$ cat src/rtl/sca_pkg.sv
package sca_pkg;

    localparam int SAMPLE_BITS       = 12;
    localparam int FRAC_SHIFT        = 24;
    localparam int TABLE_LEN         = 24;
    localparam int CORDIC_STAGES_DEF = 16;

    // X/Y: |sample diff| scaled by 2^24, grown by the CORDIC gain and sqrt(2), plus sign
    localparam int XW = SAMPLE_BITS + FRAC_SHIFT + 3;
    // Z in 2^-32 turn; the table sum stays below 2^31
    localparam int ZW = 33;

    localparam int ANGLE_W = 17;
    localparam int STEP_W  = 17;
    localparam int SPD_W   = 8;
    localparam int SCALE_W = 17;   // steps_per_degree * 360 <= 91800
    localparam int PROD_W  = ANGLE_W + SCALE_W;

    localparam int IN_TDATA_W  = 4 * SAMPLE_BITS;
    localparam int OUT_TDATA_W = 40;

    localparam int DEG_PER_TURN = 360;
    localparam int SPD_RESET    = 105;

    localparam logic [ANGLE_W-1:0] TURN    = ANGLE_W'(65536);
    localparam logic [ANGLE_W-1:0] HALF    = ANGLE_W'(32768);
    localparam logic [ANGLE_W-1:0] QUARTER = ANGLE_W'(16384);
    localparam logic [ZW-1:0]      ROUND_HALF = ZW'(32768);

    // atan(2^-i) / (2*pi) * 2^32, truncated
    localparam logic [31:0] ATAN_TURNS [TABLE_LEN] = '{
        32'h20000000, 32'h12E4051D, 32'h09FB385B, 32'h051111D4,
        32'h028B0D43, 32'h0145D7E1, 32'h00A2F61E, 32'h00517C55,
        32'h0028BE53, 32'h00145F2E, 32'h000A2F98, 32'h000517CC,
        32'h00028BE6, 32'h000145F3, 32'h0000A2F9, 32'h0000517C,
        32'h000028BE, 32'h0000145F, 32'h00000A2F, 32'h00000517,
        32'h0000028B, 32'h00000145, 32'h000000A2, 32'h00000051
    };

    // sign and special-case flags that ride along with the CORDIC datapath
    typedef struct packed {
        logic su;         // -x negative
        logic sv;         // -y negative
        logic both_zero;
        logic ax_zero;
        logic ay_zero;
    } t_meta;

endpackage

$ cat src/rtl/sca_cordic_stage.sv
module sca_cordic_stage
    import sca_pkg::*;
#(
    parameter int STAGE = 0
) (
    input  logic                 i_clk,
    input  logic                 i_rst_n,
    input  logic                 i_valid,
    output logic                 o_ready,
    input  logic signed [XW-1:0] i_x,
    input  logic signed [XW-1:0] i_y,
    input  logic signed [ZW-1:0] i_z,
    input  t_meta                i_meta,
    output logic                 o_valid,
    input  logic                 i_ready,
    output logic signed [XW-1:0] o_x,
    output logic signed [XW-1:0] o_y,
    output logic signed [ZW-1:0] o_z,
    output t_meta                o_meta
);

    localparam logic signed [ZW-1:0] ATAN_I = $signed({1'b0, ATAN_TURNS[STAGE]});

    logic                 r_valid;
    logic signed [XW-1:0] r_x, r_y, n_x, n_y;
    logic signed [ZW-1:0] r_z, n_z;
    t_meta                r_meta;
    logic signed [XW-1:0] w_xs, w_ys;
    logic                 w_ypos;

    assign o_ready = !r_valid || i_ready;

    always_comb begin
        w_xs   = i_x >>> STAGE;
        w_ys   = i_y >>> STAGE;
        w_ypos = !i_y[XW-1] && (|i_y);
        if (w_ypos) begin
            n_x = i_x + w_ys;
            n_y = i_y - w_xs;
            n_z = i_z + ATAN_I;
        end else begin
            n_x = i_x - w_ys;
            n_y = i_y + w_xs;
            n_z = i_z - ATAN_I;
        end
    end

    always_ff @(posedge i_clk) begin
        if (!i_rst_n) begin
            r_valid <= 1'b0;
        end else if (o_ready) begin
            r_valid <= i_valid;
        end
    end

    always_ff @(posedge i_clk) begin
        if (o_ready && i_valid) begin
            r_x    <= n_x;
            r_y    <= n_y;
            r_z    <= n_z;
            r_meta <= i_meta;
        end
    end

    assign o_valid = r_valid;
    assign o_x     = r_x;
    assign o_y     = r_y;
    assign o_z     = r_z;
    assign o_meta  = r_meta;

endmodule

$ cat config.mk
export PLATFORM = sky130hd
export DESIGN_NAME = sca_cordic_stage
export DESIGN_NICKNAME = d
export VERILOG_FILES = /design/src/rtl/sca_pkg.sv /design/src/rtl/sca_cordic_stage.sv
export SDC_FILE = /design/constraint.sdc
export NUM_CORES = 1
export LEC_CHECK = 0
export ABC_CLOCK_PERIOD_IN_PS = 4500
export BUFFER_PORTS_ARGS = -buffer_cell sky130_fd_sc_hd__buf_2
export CORE_ASPECT_RATIO = 0.8
export CORE_UTILIZATION = 51
export CTS_BUF_LIST = sky130_fd_sc_hd__clkbuf_16
export DETAILED_ROUTE_END_ITERATION = 16
export GPL_TIMING_DRIVEN = 0
export PLACE_DENSITY = 0.81
export SETUP_SLACK_MARGIN = 0.02
export SLEW_MARGIN = 25
export SYNTH_ARGS = -nofsm -noshare
export SYNTH_HDL_FRONTEND = slang
export SYNTH_SLANG_ARGS = --single-unit
$ cat constraint.sdc
create_clock -name i_clk -period 4.5 [get_ports i_clk]
set_input_delay 1.35 -clock i_clk [delete_from_list [all_inputs] [get_ports i_clk]]
set_output_delay 1.35 -clock i_clk [all_outputs]
set_load 0.02 [all_outputs]
==> qor.yml <==
grt:
  grt_pass1_wl_um: 64700
  grt_max_degree: 60
  track_usage_pct: 38.4
  antenna_found_initial: 0
  grt_pass1_vias: 10800
  grt_overflow_total: 0
route:
  avgRoutedWirePerCell_um: 23.7
  ant_nets: 0
  drc_errors: 0
  routed_wl_um: 43100
  first_iter_violations: 1722
  via_per_inst: 6.31
  firstDrtPassIters: 5
  vias: 11500
timing:
  hold_ws_ns: 0.534
  setup_slack_ns: 0.105
  finalMaxSlewViolations: 0
  finalCriticalPeriod_ns: 4.40
  finalCritPeriodShare_pct: 97.7
  grt_setup_unrepaired: "false"
  finalSetupViolations: 0
  hold_viol_final: 0
  tns_ns: 0
  maxSlewHeadroom_pct: 30.8
  max_freq_ghz: 0.228
  tightest_slew_ns: 1.04
  skew_ns: 0.00645
synthesis:
  synth_ff_type: "edfxtp_1"
  synthCells: 1275
  synth_cell_types: 82
  synth_area_leaders: "edfxtp_1 31%, ha_1 14%, a21oi_1 6.9%"
  yosysSeqAreaShare_pct: 31.0
  synth_top_area_share_pct: 30.9
  synthTopCellsByCount: "155 x a21oi_1, 126 x ha_1, 115 x edfxtp_1, 111 x inv_1, 94 x o21ai_0"
  synth_edf_count: 115
  synth.ff_latch_count: 116
  synth.most_common_cell: "a21oi_1"
  syn-cell-area_mm2: 0.0112
  async_flop_share_pct: 0
  ys_warn_count: 0
  syn_avg_cell_area_um2: 8.78
  syn_nets: 1525
  yosys.area.top_type: "edfxtp_1"
floorplanning:
  coreArea_mm2: 0.0216
  initial_core_util_pct: 51.9
  ios: 238
  die_h_um: 134
  die_area_mm2: 0.0225
  die_x_um: 168
  rows: 48
clock_network:
  hold_buffers: 0
  cts.sinks: 116
  cts_max_level: 4
  clk_pin_slew_ns: 0.06
  root_buffer: "clkbuf_16"
  cts_inserted_buffers: 17
  cts.path.max_buffers: 2
  cts_tree: "done"
  clock_latency_ns: 0.44
final_layout:
  drive_gt1_share_pct: 22.4
  area_delta_synth_final_pct: 19.2
  final_cell_area_mm2: 0.0133
  fin_cells: 1821
  post-route-util_pct: 61.9
  fillCellCount: 1881
  layout.nets: 1783
  antennaDiodeCount: 0
setup_path:
  crit_buf_inv: 4
  worstSetupStartpointType: "input port"
  critPathTopFamily: "simple AND/OR/NAND/NOR gates"
  path_cells: "buf_2 > nor4_2 > nand4_1 > nor4_1 > nor2_1 > inv_1 > buf_2 > clkbuf_4 > ha_1 > a21o_1 > a21oi_1 > xnor2_1 > xnor2_1"
  slowest_delay_ns: 0.53
  cp.required_ns: 4.65
  crit_fanout: 12
  cp-end-kind: "register"
  path_class: "input port to register"
  cp.arrival_ns: 4.55
  critical_path.slowest_cell: "nor4_2"
pwr:
  powerDensity_mw_per_mm2: 326
  pwr-share-comb_pct: 37.2
  power.total_mw: 4.35
  switching_share_pct: 38.7
  pwr-share-clk_pct: 30.8
  switchingPower_mw: 1.68
  p_leak_nw: 5.78
  p_int_mw: 2.67
  peakVddDrop_mv: 0.222
  p_seq_share_pct: 32.0
place:
  dp_hpwl_um: 34000
  placedCellCount: 1789
  dpl_cell_area_mm2: 0.0128
  gp_congestion: 1.01
  port_buffers: 237
  dp_slack_ns: -0.632
status:
  status: "finished, final reports clean"
worst_hold_path:
  min_path_type: "register to register"
run:
  drv_cap: 0
[sequential cells by signal (all words and copies together) (netlist names)]
register  cells
o_x          39
o_meta        5
o_z          33
o_valid       1
o_y          38
[final timing paths]
path | from | slack, ns | end | cells after the start
worst max-delay path | i_y[10] | 0.10 | o_z[32] | 13
worst min-delay path | o_valid | 0.53 | o_valid | 2
worst max register to register | o_valid | 3.08 | o_y[28] | 3
worst min register to register | o_valid | 0.53 | o_valid | 2
[per-layer routing]
metal	vias to the layer above	track usage, %	wire [µm]
li1	5185	-	-
met1	5447	55.3	18900
met2	772	56.9	18100
met3	92	8.35	4900
met4	0	12.2	1180
met5	-	0	0
[worst reg2reg max path, stage by stage, from the launching register on]
cell and delay, ns:
dfxtp_1 0.31, nand2b_1 0.09, and2_4 0.34, buf_16 0.31
[cell usage in the layout, fill, tap and decap left out, types with 18 or more instances in the layout]
cell / netlist / layout
xnor2_1: 77 / 77
o21a_1: 18 / 18
a21o_1: 21 / 21
nor3_1: 22 / 22
buf_2: 25 / 261
o21bai_1: 35 / 35
edfxtp_1: 115 / 115
nand4_1: 18 / 18
o21ai_1: 18 / 18
nand3_1: 18 / 18
nand2_1: 70 / 70
o21ai_0: 94 / 94
ha_1: 126 / 126
nor2_1: 82 / 82
inv_1: 111 / 111
a21oi_1: 155 / 155
[cells by family (layout without fill, tap and decap cells)]
family          Yosys count  in the layout  synth area share, %
compound gates          469            469                 26.4
fa+ha+maj               130            130                 14.8
xor+xnor                 78             78                 6.11
flops                   116            116                 31.0
buf+inv                 174            445                 6.98
mux                      16             16                 1.43
simple gates            292            292                 13.2
[timing repair]
action | 4_1_cts | 5_1_grt
resized for setup | 1 | 2
setup buffers | 0 | 0
endpoints found under the setup margin | 1 | 1
[power by group through the flow]
| stage | Sequential (mW) | Combinational, mW | Clock [mW] |
|---|---|---|---|
| 6_report | 1.39 | 1.62 | 1.34 |
| 3_3_place_gp | 1.42 | 1.54 | 0 |
| 4_1_cts | 1.39 | 1.57 | 1.35 |
| 5_1_grt | 1.40 | 1.72 | 1.38 |
| 3_5_place_dp | 1.41 | 1.56 | 0 |
| 2_1_floorplan | 1.58 | 0.855 | 0 |
[layout make-up]
cell class / count / area, µm² / share of cell area, %
timing repair buffer: 239 / 1230 / 9.25
sequential: 116 / 3470 / 26.0
inverter: 118 / 443 / 3.32
clock buffer: 17 / 425 / 3.19
buffer: 56 / 340 / 2.55
multi-input combinational: 985 / 6950 / 52.1
clock inverter: 15 / 133 / 0.994
tap: 275 / 344 / 2.58
Power figures use the tool's default switching activity.
